--- config.mk ---
export PLATFORM = sky130hd
export DESIGN_NAME = battery_sample_averager
export DESIGN_NICKNAME = d
export VERILOG_FILES = /design/src/bsa_pkg.sv /design/src/battery_sample_averager.sv
export SDC_FILE = /design/constraint.sdc
export NUM_CORES = 1
export LEC_CHECK = 0
export BUFFER_PORTS_ARGS = -buffer_cell sky130_fd_sc_hd__buf_2
export CORE_UTILIZATION = 55
export DETAILED_ROUTE_END_ITERATION = 12
export GPL_TIMING_DRIVEN = 0
export PLACE_DENSITY = 0.72
export SETUP_SLACK_MARGIN = 0.15
export SYNTH_ARGS = -nofsm -noshare
export SYNTH_HDL_FRONTEND = slang
export SYNTH_SLANG_ARGS = --single-unit
export TNS_END_PERCENT = 5
--- constraint.sdc ---
create_clock -name clk_i -period 11.6 [get_ports clk_i]
set_clock_uncertainty 0.2 [all_clocks]
set_input_delay 2.32 -clock clk_i [delete_from_list [all_inputs] [get_ports clk_i]]
set_output_delay 2.32 -clock clk_i [all_outputs]
set_load 0.01 [all_outputs]
--- src/bsa_pkg.sv ---
package bsa_pkg;

  localparam int unsigned SAMPLE_W = 12;
  localparam int unsigned CFG_W    = 16;
  localparam int unsigned DMAX_W   = 12;
  localparam int unsigned MV_W     = 15;
  localparam int unsigned PCT_W    = 7;

  // Serial divider: dividend covers a 12 x 16 bit product.
  localparam int unsigned DIVD_W = SAMPLE_W + CFG_W;
  localparam int unsigned DIVS_W = CFG_W;
  localparam int unsigned DCNT_W = $clog2(DIVD_W);

  localparam logic [MV_W-1:0]  MV_MAX      = 15'd32767;
  localparam logic [MV_W-1:0]  PCT_LOW_MV  = 15'd3350;
  localparam logic [MV_W-1:0]  PCT_HIGH_MV = 15'd4100;
  localparam logic [PCT_W-1:0] PCT_FULL    = 7'd100;

  // 100 / 750 equals 2 / 15; floor(y / 15) is (y * 2185) >> 15 for y below 4681.
  localparam int unsigned PCT_Y_W     = 11;
  localparam int unsigned PCT_RECIP_W = 12;
  localparam int unsigned PCT_SHIFT   = 15;
  localparam logic [PCT_RECIP_W-1:0] PCT_RECIP = 12'd2185;

  localparam int unsigned CFG_IDX_W = 2;
  localparam logic [CFG_IDX_W-1:0] CFG_DELTA_MAX = 2'd0;
  localparam logic [CFG_IDX_W-1:0] CFG_SCALE_NUM = 2'd1;
  localparam logic [CFG_IDX_W-1:0] CFG_SCALE_DEN = 2'd2;
  localparam logic [CFG_IDX_W-1:0] CFG_OFFSET_MV = 2'd3;

  typedef enum logic [3:0] {
    ST_IDLE,
    ST_UPD,
    ST_FILL,
    ST_LD_MEAN,
    ST_LD_MV,
    ST_DIV_MV,
    ST_FIN,
    ST_OUT
  } bsa_state_e;

endpackage

--- src/battery_sample_averager.sv ---
// Battery sample averager with a downward slew limit.
// Input channel (in_valid_i / in_ready_o) takes an item of op_i and sample_i.
// With op_i low the sample may drop at most delta_max below the previous
// stored sample; with op_i high it is stored as is and refills the whole ring.
// Output channel (out_valid_o / out_ready_i) returns one item per input: the
// stored sample, the ring mean, the mean in millivolts and a charge percent.
// Configuration writes (cfg_valid_i, cfg_index_i, cfg_data_i) are always
// taken and must only be issued while the block is idle.
// The ring lives in a memory with one read port and one write port; a running
// sum is updated by read, modify and write of the oldest entry.
// After accept an item walks the states ST_UPD, ST_LD_MEAN, ST_LD_MV, ST_DIV_MV,
// ST_FIN and ST_OUT; a purge item also sweeps the ring in ST_FILL. The mean is a
// reciprocal multiply; the millivolt scaling uses a one-bit-per-cycle divider.
// One item is in flight at a time; a new item is taken only back in ST_IDLE.
// The output register holds a finished item while the receiver stalls, and a
// new input item is accepted meanwhile; that item waits at the end until the
// register frees up.
// Reset clears the ring (through per-entry valid bits), the running sum, the
// write index and the previous sample, and loads the register reset values.
module battery_sample_averager #(
  parameter int unsigned AVG_DEPTH = 8
) (
  input  logic                                 clk_i,
  input  logic                                 rst_ni,
  input  logic                                 cfg_valid_i,
  output logic                                 cfg_ready_o,
  input  logic [bsa_pkg::CFG_IDX_W-1:0]        cfg_index_i,
  input  logic [bsa_pkg::CFG_W-1:0]            cfg_data_i,
  input  logic                                 in_valid_i,
  output logic                                 in_ready_o,
  input  logic                                 op_i,
  input  logic [bsa_pkg::SAMPLE_W-1:0]         sample_i,
  output logic                                 out_valid_o,
  input  logic                                 out_ready_i,
  output logic [bsa_pkg::SAMPLE_W-1:0]         stored_sample_o,
  output logic [bsa_pkg::SAMPLE_W-1:0]         average_raw_o,
  output logic [bsa_pkg::MV_W-1:0]             voltage_mv_o,
  output logic [bsa_pkg::PCT_W-1:0]            percent_o
);

  localparam int unsigned IDX_W = (AVG_DEPTH > 1) ? $clog2(AVG_DEPTH) : 1;
  localparam int unsigned SUM_W = bsa_pkg::SAMPLE_W + $clog2(AVG_DEPTH + 1);
  localparam logic [IDX_W-1:0] LAST_IDX = IDX_W'(AVG_DEPTH - 1);
  localparam int unsigned MEAN_SH = SUM_W + $clog2(AVG_DEPTH);
  localparam logic [SUM_W:0] MEAN_RECIP =
    (SUM_W + 1)'(((64'd1 << MEAN_SH) + 64'(AVG_DEPTH) - 64'd1) / 64'(AVG_DEPTH));

  // Configuration registers.
  logic [bsa_pkg::DMAX_W-1:0] cfg_dmax_q;
  logic [bsa_pkg::CFG_W-1:0]  cfg_num_q, cfg_den_q, cfg_offset_q;

  // Ring memory and its per-entry valid bits.
  logic [bsa_pkg::SAMPLE_W-1:0] mem [AVG_DEPTH];
  logic [bsa_pkg::SAMPLE_W-1:0] rd_q;
  logic [AVG_DEPTH-1:0]         vld_q, vld_d;
  logic                         mem_we;
  logic [IDX_W-1:0]             mem_waddr;

  bsa_pkg::bsa_state_e state_q, state_d;

  logic [IDX_W-1:0]             widx_q, widx_d, cnt_q, cnt_d;
  logic [bsa_pkg::SAMPLE_W-1:0] prev_q, prev_d, cur_q, cur_d;
  logic                         purge_q, purge_d;
  logic [SUM_W-1:0]             sum_q, sum_d;
  logic [bsa_pkg::SAMPLE_W-1:0] mean_q, mean_d;
  logic [bsa_pkg::MV_W-1:0]     mv_q, mv_d;

  // Divider registers.
  logic [bsa_pkg::DIVD_W-1:0] quo_q, quo_d;
  logic [bsa_pkg::DIVS_W-1:0] rem_q, rem_d, dvs_q, dvs_d;
  logic [bsa_pkg::DCNT_W-1:0] dcnt_q, dcnt_d;

  // Output register.
  logic                         out_valid_q, out_valid_d;
  logic [bsa_pkg::SAMPLE_W-1:0] o_stored_q, o_stored_d, o_avg_q, o_avg_d;
  logic [bsa_pkg::MV_W-1:0]     o_mv_q, o_mv_d;
  logic [bsa_pkg::PCT_W-1:0]    o_pct_q, o_pct_d;

  // Combinational helpers.
  logic                           in_acc;
  logic [bsa_pkg::SAMPLE_W-1:0]   floor_val, lim_sample, old_val;
  logic [2*SUM_W:0]               mean_prod;
  logic [bsa_pkg::SAMPLE_W-1:0]   mean_val;
  logic [bsa_pkg::DIVS_W:0]       rem_shift;
  logic                           div_ge;
  logic [bsa_pkg::DIVS_W-1:0]     rem_step;
  logic [bsa_pkg::DIVD_W-1:0]     quo_step;
  logic                           div_last;
  logic signed [bsa_pkg::DIVD_W+1:0] mv_sum;
  logic [bsa_pkg::MV_W-1:0]       pct_x;
  logic [bsa_pkg::PCT_Y_W-1:0]    pct_y;
  logic [bsa_pkg::PCT_Y_W+bsa_pkg::PCT_RECIP_W-1:0] pct_prod;
  logic [bsa_pkg::PCT_W-1:0]      pct_val;

  assign cfg_ready_o     = 1'b1;
  assign in_ready_o      = (state_q == bsa_pkg::ST_IDLE);
  assign in_acc          = in_valid_i && in_ready_o;
  assign out_valid_o     = out_valid_q;
  assign stored_sample_o = o_stored_q;
  assign average_raw_o   = o_avg_q;
  assign voltage_mv_o    = o_mv_q;
  assign percent_o       = o_pct_q;

  always_ff @(posedge clk_i or negedge rst_ni) begin
    if (!rst_ni) begin
      cfg_dmax_q   <= 12'd32;
      cfg_num_q    <= 16'd1;
      cfg_den_q    <= 16'd1;
      cfg_offset_q <= '0;
    end else if (cfg_valid_i) begin
      case (cfg_index_i)
        bsa_pkg::CFG_DELTA_MAX: cfg_dmax_q   <= cfg_data_i[bsa_pkg::DMAX_W-1:0];
        bsa_pkg::CFG_SCALE_NUM: cfg_num_q    <= cfg_data_i;
        bsa_pkg::CFG_SCALE_DEN: cfg_den_q    <= cfg_data_i;
        bsa_pkg::CFG_OFFSET_MV: cfg_offset_q <= cfg_data_i;
        default: ;
      endcase
    end
  end

  always_ff @(posedge clk_i) begin
    if (mem_we) begin
      mem[mem_waddr] <= cur_q;
    end
    rd_q <= mem[widx_q];
  end

  // Slew limit: no floor while the previous sample is below delta_max.
  assign floor_val  = prev_q - cfg_dmax_q;
  assign lim_sample = (!op_i && (prev_q >= cfg_dmax_q) && (sample_i < floor_val)) ?
                      floor_val : sample_i;
  assign old_val    = vld_q[widx_q] ? rd_q : '0;

  // The mean is a multiply by the rounded-up reciprocal of AVG_DEPTH; with the
  // shift covering the whole sum width the quotient comes out exact.
  assign mean_prod = (2*SUM_W + 1)'(sum_q) * (2*SUM_W + 1)'(MEAN_RECIP);
  assign mean_val  = mean_prod[MEAN_SH +: bsa_pkg::SAMPLE_W];

  // One restoring divider step.
  assign rem_shift = {rem_q, quo_q[bsa_pkg::DIVD_W-1]};
  assign div_ge    = (rem_shift >= {1'b0, dvs_q});
  assign rem_step  = div_ge ? bsa_pkg::DIVS_W'(rem_shift - {1'b0, dvs_q}) :
                              rem_shift[bsa_pkg::DIVS_W-1:0];
  assign quo_step  = {quo_q[bsa_pkg::DIVD_W-2:0], div_ge};
  assign div_last  = (dcnt_q == bsa_pkg::DCNT_W'(bsa_pkg::DIVD_W - 1));

  assign mv_sum = $signed({2'b00, quo_q}) +
                  $signed({{(bsa_pkg::DIVD_W + 2 - bsa_pkg::CFG_W){cfg_offset_q[bsa_pkg::CFG_W-1]}},
                           cfg_offset_q});

  assign pct_x    = mv_q - bsa_pkg::PCT_LOW_MV;
  assign pct_y    = {pct_x[bsa_pkg::PCT_Y_W-2:0], 1'b0};
  assign pct_prod = (bsa_pkg::PCT_Y_W + bsa_pkg::PCT_RECIP_W)'(pct_y) *
                    (bsa_pkg::PCT_Y_W + bsa_pkg::PCT_RECIP_W)'(bsa_pkg::PCT_RECIP);

  always_comb begin
    if (mv_q < bsa_pkg::PCT_LOW_MV) begin
      pct_val = '0;
    end else if (mv_q >= bsa_pkg::PCT_HIGH_MV) begin
      pct_val = bsa_pkg::PCT_FULL;
    end else begin
      pct_val = pct_prod[bsa_pkg::PCT_SHIFT +: bsa_pkg::PCT_W];
    end
  end

  always_comb begin
    state_d     = state_q;
    widx_d      = widx_q;
    cnt_d       = cnt_q;
    prev_d      = prev_q;
    cur_d       = cur_q;
    purge_d     = purge_q;
    sum_d       = sum_q;
    mean_d      = mean_q;
    mv_d        = mv_q;
    quo_d       = quo_q;
    rem_d       = rem_q;
    dvs_d       = dvs_q;
    dcnt_d      = dcnt_q;
    vld_d       = vld_q;
    mem_we      = 1'b0;
    mem_waddr   = widx_q;
    out_valid_d = out_valid_q && !out_ready_i;
    o_stored_d  = o_stored_q;
    o_avg_d     = o_avg_q;
    o_mv_d      = o_mv_q;
    o_pct_d     = o_pct_q;

    case (state_q)
      bsa_pkg::ST_IDLE: begin
        if (in_acc) begin
          cur_d   = lim_sample;
          purge_d = op_i;
          state_d = bsa_pkg::ST_UPD;
        end
      end
      bsa_pkg::ST_UPD: begin
        prev_d = cur_q;
        if (purge_q) begin
          cnt_d   = '0;
          widx_d  = '0;
          sum_d   = SUM_W'(cur_q) * SUM_W'(AVG_DEPTH);
          state_d = bsa_pkg::ST_FILL;
        end else begin
          mem_we        = 1'b1;
          vld_d[widx_q] = 1'b1;
          sum_d         = sum_q - SUM_W'(old_val) + SUM_W'(cur_q);
          widx_d        = (widx_q == LAST_IDX) ? '0 : widx_q + 1'b1;
          state_d       = bsa_pkg::ST_LD_MEAN;
        end
      end
      bsa_pkg::ST_FILL: begin
        mem_we       = 1'b1;
        mem_waddr    = cnt_q;
        vld_d[cnt_q] = 1'b1;
        cnt_d        = cnt_q + 1'b1;
        if (cnt_q == LAST_IDX) begin
          state_d = bsa_pkg::ST_LD_MEAN;
        end
      end
      bsa_pkg::ST_LD_MEAN: begin
        quo_d   = bsa_pkg::DIVD_W'(mean_val);
        state_d = bsa_pkg::ST_LD_MV;
      end
      bsa_pkg::ST_LD_MV: begin
        mean_d  = quo_q[bsa_pkg::SAMPLE_W-1:0];
        quo_d   = bsa_pkg::DIVD_W'(quo_q[bsa_pkg::SAMPLE_W-1:0]) *
                  bsa_pkg::DIVD_W'(cfg_num_q);
        rem_d   = '0;
        dvs_d   = cfg_den_q;
        dcnt_d  = '0;
        state_d = bsa_pkg::ST_DIV_MV;
      end
      bsa_pkg::ST_DIV_MV: begin
        quo_d  = quo_step;
        rem_d  = rem_step;
        dcnt_d = dcnt_q + 1'b1;
        if (div_last) begin
          state_d = bsa_pkg::ST_FIN;
        end
      end
      bsa_pkg::ST_FIN: begin
        // A zero denominator counts as a saturated quotient.
        if (cfg_den_q == '0) begin
          mv_d = bsa_pkg::MV_MAX;
        end else if (mv_sum < 0) begin
          mv_d = '0;
        end else if (mv_sum > $signed((bsa_pkg::DIVD_W + 2)'(bsa_pkg::MV_MAX))) begin
          mv_d = bsa_pkg::MV_MAX;
        end else begin
          mv_d = mv_sum[bsa_pkg::MV_W-1:0];
        end
        state_d = bsa_pkg::ST_OUT;
      end
      bsa_pkg::ST_OUT: begin
        if (!out_valid_q || out_ready_i) begin
          out_valid_d = 1'b1;
          o_stored_d  = cur_q;
          o_avg_d     = mean_q;
          o_mv_d      = mv_q;
          o_pct_d     = pct_val;
          state_d     = bsa_pkg::ST_IDLE;
        end
      end
      default: begin
        state_d = bsa_pkg::ST_IDLE;
      end
    endcase
  end

  always_ff @(posedge clk_i or negedge rst_ni) begin
    if (!rst_ni) begin
      state_q     <= bsa_pkg::ST_IDLE;
      widx_q      <= '0;
      cnt_q       <= '0;
      prev_q      <= '0;
      purge_q     <= 1'b0;
      sum_q       <= '0;
      dcnt_q      <= '0;
      vld_q       <= '0;
      out_valid_q <= 1'b0;
    end else begin
      state_q     <= state_d;
      widx_q      <= widx_d;
      cnt_q       <= cnt_d;
      prev_q      <= prev_d;
      purge_q     <= purge_d;
      sum_q       <= sum_d;
      dcnt_q      <= dcnt_d;
      vld_q       <= vld_d;
      out_valid_q <= out_valid_d;
    end
  end

  always_ff @(posedge clk_i) begin
    cur_q      <= cur_d;
    mean_q     <= mean_d;
    mv_q       <= mv_d;
    quo_q      <= quo_d;
    rem_q      <= rem_d;
    dvs_q      <= dvs_d;
    o_stored_q <= o_stored_d;
    o_avg_q    <= o_avg_d;
    o_mv_q     <= o_mv_d;
    o_pct_q    <= o_pct_d;
  end

`ifndef SYNTHESIS
  a_widx_range: assert property (@(posedge clk_i) disable iff (!rst_ni)
    widx_q <= LAST_IDX)
    else $error("write index beyond ring depth");

  a_accept_to_upd: assert property (@(posedge clk_i) disable iff (!rst_ni)
    in_acc |=> state_q == bsa_pkg::ST_UPD)
    else $error("accepted item did not start the ring update");

  a_out_from_final: assert property (@(posedge clk_i) disable iff (!rst_ni)
    $rose(out_valid_q) |-> $past(state_q == bsa_pkg::ST_OUT))
    else $error("output item appeared without a finished computation");

  a_purge_resets_index: assert property (@(posedge clk_i) disable iff (!rst_ni)
    state_q == bsa_pkg::ST_FILL |-> widx_q == '0)
    else $error("purge sweep with nonzero write index");
`endif

endmodule

Word-level counts from Yosys, hierarchy flattened
Memory sizes are Yosys's and may differ from the RTL's. A register that Yosys moved wholly into a read port is not among the register bits.
Index checks and enable logic that the tools add are counted.
{"block": "totals", "mem_count": 1, "regBits": 258, "ramBits": 96, "inputBits": 36}
{"name": "mem", "words": 8, "width": 12, "rd": 1, "rd_ports_with_merged_regs": 1, "wr": 1, "line": "battery_sample_averager.sv:53", "rtl": "logic [bsa_pkg::SAMPLE_W-1:0] mem [AVG_DEPTH];"}
{"block": "op_classes", "n_eq_ne": 19, "magnitude_cmp": 11, "mul": 2, "addsub": 9, "muxes": 35, "bitwise": 2, "n_reduce_logical": 26}
{"operator": "28-bit one-hot mux with 3 select lines", "count": 1}
{"operator": "16-bit two-way mux", "count": 2}
{"operator": "16-bit one-hot mux with 2 select lines", "count": 1}
{"operator": "4-bit one-hot mux with 8 select lines", "count": 1}
{"operator": "29-bit by 16-bit adder with 30-bit output", "count": 1}
{"operator": "30-bit by 16-bit > comparator with 1-bit output, second input constant", "count": 1}
{"operator": "30-bit by 1-bit less-than comparator with 1-bit output, second input constant", "count": 1}
{"operator": "15-bit two-way mux", "count": 2}
{"operator": "12-bit by 16-bit multiplier with 28-bit output", "count": 1}
{"operator": "12-bit two-way mux", "count": 2}
{"operator": "10-bit by 12-bit multiplier with 21-bit output, second input constant", "count": 1}
{"operator": "17-bit by 16-bit greater-or-equal comparator with 1-bit output", "count": 1}
{"operator": "16-bit by 12-bit adder with 16-bit output", "count": 1}
{"operator": "4-bit by 3-bit equality test with 1-bit output, second input constant", "count": 4}
{"operator": "16-bit zero test", "count": 1}
{"operator": "4-bit two-way mux", "count": 4}
{"operator": "8-bit bitwise OR", "count": 2}
{"operator": "8-bit one-hot mux with 2 select lines", "count": 1}
{"operator": "2-bit AND reduction", "count": 8}
{"operator": "16-bit by 12-bit subtractor with 16-bit output", "count": 1}
{"operator": "16-bit subtractor", "count": 1}
{"operator": "15-bit by 13-bit greater-or-equal comparator with 1-bit output, second input constant", "count": 1}
{"operator": "15-bit by 12-bit less-than comparator with 1-bit output, second input constant", "count": 1}
{"operator": "12-bit greater-or-equal comparator", "count": 1}
{"operator": "other kinds (33)", "count": 63}

Longest topological paths before layout
{"block": "logic_depth", "word_depth": 7, "depth_mapped": 23, "ltp_nobuf": 21}

Worst setup path after synthesis
No wires, ideal clock.
{"block": "synth_path", "path_type": "register to register", "from": "register quo_q[5] (netlist bit)", "to": "register quo_q[26] (netlist bit) (data pin)", "synth_period_minus_slack_ps": 6085, "path_buffers": 2, "slack_ps": 5515, "setup_ps": 257, "stages_incl_launch_ff": 22, "arrival_ps": 5628, "cell_sequence": "edfxtp_1 > clkbuf_1 > clkbuf_1 > nand2_1 > fa_1 > fa_1 > inv_1 > ha_1 > fa_1 > inv_1 > fa_1 > inv_1 > ha_1 > a21o_1 > a21oi_1 > nor4b_1 > o21ai_0 > a31oi_1 > nor3_1 > o31ai_1 > nand3_1 > a32o_1"}
{"block": "synth_via", "elab_chain_len": 2}
{"element": "start, declared", "line": "battery_sample_averager.sv:69", "rtl": "logic [bsa_pkg::DIVD_W-1:0] quo_q, quo_d;"}
{"element": "start signal, assigned", "line": "battery_sample_averager.sv:299", "rtl": "quo_q <= quo_d;"}
{"element": "12-bit by 16-bit multiplier with 28-bit output", "line": "battery_sample_averager.sv:227", "rtl": "quo_d = bsa_pkg::DIVD_W'(quo_q[bsa_pkg::SAMPLE_W-1:0]) *"}
{"element": "28-bit one-hot mux with 3 select lines", "line": "battery_sample_averager.sv:189", "rtl": "case (state_q)"}
{"element": "named net quo_d, one bit", "line": "battery_sample_averager.sv:69"}
The timed path passes the listed nets, and every way through them passes these cells.
A chain may end at the register's enable or synchronous reset.

Worst setup path after layout
{"block": "layout_path", "from": "register quo_q[5] (netlist bit)", "to": "register quo_q[27] (netlist bit) (data pin)"}
The elaborated chain is that of the path after synthesis.

==> flow_summary.ini <==
[logic_synthesis]
synth_top_family_by_area = adder cells
syn_area_um2 = 25300
synth.mux.area_fraction = 0.0641
synth_xor_area_frac = 0.0283
yosys.area_share.simple = 0.108
synth.distinct_cells = 88
synth_ff_type = edfxtp_1
syn_nets = 2716
ys_seq_elements = 364
synth_fa_ha_area_frac = 0.225
synth-compound-area-share = 0.104
ys_warn_count = 0
synthArstFlopShare = 0.305
synthTopCellsByArea = edfxtp_1 (29%), fa_1 (13%), dfrtp_1 (11%)
netlist.area_leader.share = 0.286
synth_edf_count = 241
netlist.top_cell.by_area = edfxtp_1
syn_avg_cell_area_um2 = 10.9
synthCells = 2321
ys_seq_area_frac = 0.405

[timing]
setup_violations = 0
finalHoldViolCount = 0
rsz0062_at_grt = no
post-route-period-util = 0.661
tightestPinTransition_ps = 1370
fin_setup_tns_ps = 0
slew_headroom = 0.0807
clock.fmax_mhz = 130
maxSlewViolCount = 0
period_needed_ps = 7670

[critical_path]
r2r_start = quo_q[5]
critPathLaunch = quo_q[5]
arrival_ps = 7720
worst_path_largest_cell_delay_ps = 1020
crit_slowest_cell = o31ai_1
path_common_cell = fa_1
endpoint_kind = flop
cp-start-kind = flop
path_max_fanout = 10
cp_cell_sequence = clkbuf_1, clkbuf_1, nand2_1, fa_1, fa_1, inv_1, fa_1, fa_1, inv_1, fa_1, inv_1, ha_1, nand2_1, o31ai_1, o311ai_0, a31o_2, o21ai_0, o211ai_1, o41ai_1, a211oi_1
crit_required_ps = 11660
critPathKind = reg -> reg

[flow_run]
cap_viol_max_count = 0

[floorplan]
die_y_um = 217
die-area_um2 = 46900
initial_utilization = 0.559
pin_count = 85
rows = 78
coreArea_um2 = 45400
dieWidth_um = 217

[clocking]
path_clk_slew_ps = 60
clockBufferDepth = 3
cts_resized = 0
cts_root_buffer = clkbuf_16
clk_latency_ps = 550
cts_made_buffers = 40
cts_tree = built
postCtsSetupRepairBufs = 0
clock-sinks = 364
hold_buffers = 0
htree_levels = 2

[place]
dpl.hpwl_um = 47500
place_congestion = 0.922
io_buffers = 83

[global_routing]
grt_use_total = 0.273
antenna_found_initial = 0
busiest_layer = met2
gr-usage-met1 = 0.355
met3_usage = 0.0313
grt_pass1_wl_um = 99000
use_met2 = 0.473
grt_overflow = 0
grt_max_degree = 67
grt_pass1_vias = 18400

[final_layout]
register_area_um2 = 10300
final_common_cell = inv_1
nets = 2848
diodes = 0
multi_input_area_um2 = 13500
layout_common_cells = inv_1 (334), edfxtp_1 (241), nand2_1 (235), ha_1 (197), fa_1 (162)
area_growth_syn_to_layout_pct = 10.5
drive_above_1_share = 0.120
nFillCells = 3682

[detailed_routing]
drc_errors = 0
wl_per_cell_um = 20.2
wl_um = 62300
drt_iter0_drc = 1286
dr.pass1.iters = 5
antenna_left = 0
routed_via_density = 5.81
via_count = 17900

[hold_path]
hp-start = mean_q[7]
hold_path_class = reg -> reg

[status]
status = completed
-- cell families (layout without fill, tap and decap cells) --
group | count (synthesis) | count (layout)
XOR/XNOR | 82 | 82
buffers and inverters | 421 | 582
AND/OR/NAND/NOR | 581 | 581
multiplexers | 122 | 122
flip-flops | 364 | 364
adder cells (fa/ha/maj) | 359 | 359
AO/OA/AOI/OAI | 391 | 391
other | 1 | 1
-- critical path, delay by kind of cell, from the launching register on --
kind | cells | cell delay [ps]
AOI/OAI and AO/OA | 7 | 2390
buffers and inverters | 5 | 1110
adders and majority gates | 6 | 2960
and+or+nand+nor | 2 | 230
DFF | 1 | 470
-- registers in the layout, summed over array words and instances (netlist names), 3 cells and up --
| signal | flops |
|---|---|
| average_raw_o | 12 |
| prev_q | 12 |
| cnt_q | 3 |
| mv_q | 15 |
| dcnt_q | 5 |
| quo_q | 28 |
| cur_q | 12 |
| widx_q | 3 |
| voltage_mv_o | 15 |
| percent_o | 7 |
| sum_q | 15 |
| dvs_q | 16 |
| vld_q | 8 |
| cfg_dmax_q | 12 |
| cfg_num_q | 16 |
| stored_sample_o | 12 |
| cfg_den_q | 16 |
| mean_q | 12 |
| rd_q | 12 |
| mem | 96 |
| state_q | 3 |
| cfg_offset_q | 16 |
| rem_q | 16 |
-- per-layer routing --
layer / share of wire / vias up / wire [um]
li1: - / 8242 / -
met1: 0.41 / 8956 / 25800
met2: 0.50 / 584 / 31000
met3: 0.056 / 133 / 3480
met4: 0.033 / 0 / 2060
met5: 0 / - / 0
-- area by class of cell --
class | count | area share
sequential | 364 | 0.366
buffer | 86 | 0.0143
tap | 600 | 0.0268
clock inverter | 20 | 0.00697
clock buffer | 51 | 0.0405
inverter | 335 | 0.0449
timing repair buffer | 90 | 0.0195
multi-input combinational | 1536 | 0.481
-- per-stage QoR --
step,utilization,instance area [um2],instances,hold WS [ps],worst slack [ps]
6_report,0.617,28000,3082,222,3930
5_1_grt,0.617,28000,3082,228,3590
4_1_cts,0.616,28000,3080,223,3600
3_5_place_dp,0.587,26600,3009,209,3640
3_3_place_gp,0.584,26500,3004,204,3670
2_1_floorplan,-,25300,2321,200,5520
-- synthesized netlist by cell type, drive strengths merged, types with 9 or more instances --
| master | instances |
|---|---|
| inv | 334 |
| edfxtp | 241 |
| nand2 | 236 |
| ha | 197 |
| fa | 162 |
| nor2 | 111 |
| dfrtp | 108 |
| a21oi | 97 |
| o21ai | 80 |
| clkbuf | 75 |
| and2 | 63 |
| mux2 | 63 |
| xnor2 | 48 |
| a21o | 38 |
| xor2 | 34 |
| mux2i | 33 |
| nand3 | 33 |
| nor3 | 29 |
| a31oi | 27 |
| mux4 | 26 |
| nor2b | 25 |
| a211oi | 21 |
| o21a | 17 |
| o21bai | 16 |
| or2 | 14 |
| o211ai | 13 |
| dfxtp | 12 |
| nor4 | 12 |
| nand2b | 11 |
| a22o | 10 |
| buf | 10 |
| nand4 | 10 |
| a2111oi | 9 |
-- final timing paths --
kind,to,slack [ps],depth (start not counted)
worst max-delay path,quo_q[27],3930,20
worst min-delay path,average_raw_o[7],220,0
worst max register to register,quo_q[27],3930,20
worst min register to register,average_raw_o[7],220,0
max in group asynchronous,cfg_den_q[0],8680,2
min in group asynchronous,vld_q[7],1690,1
Power is left out: the tool's default activity adds up to more than one toggle a clock period on the data nets, which glitch-free logic cannot reach.
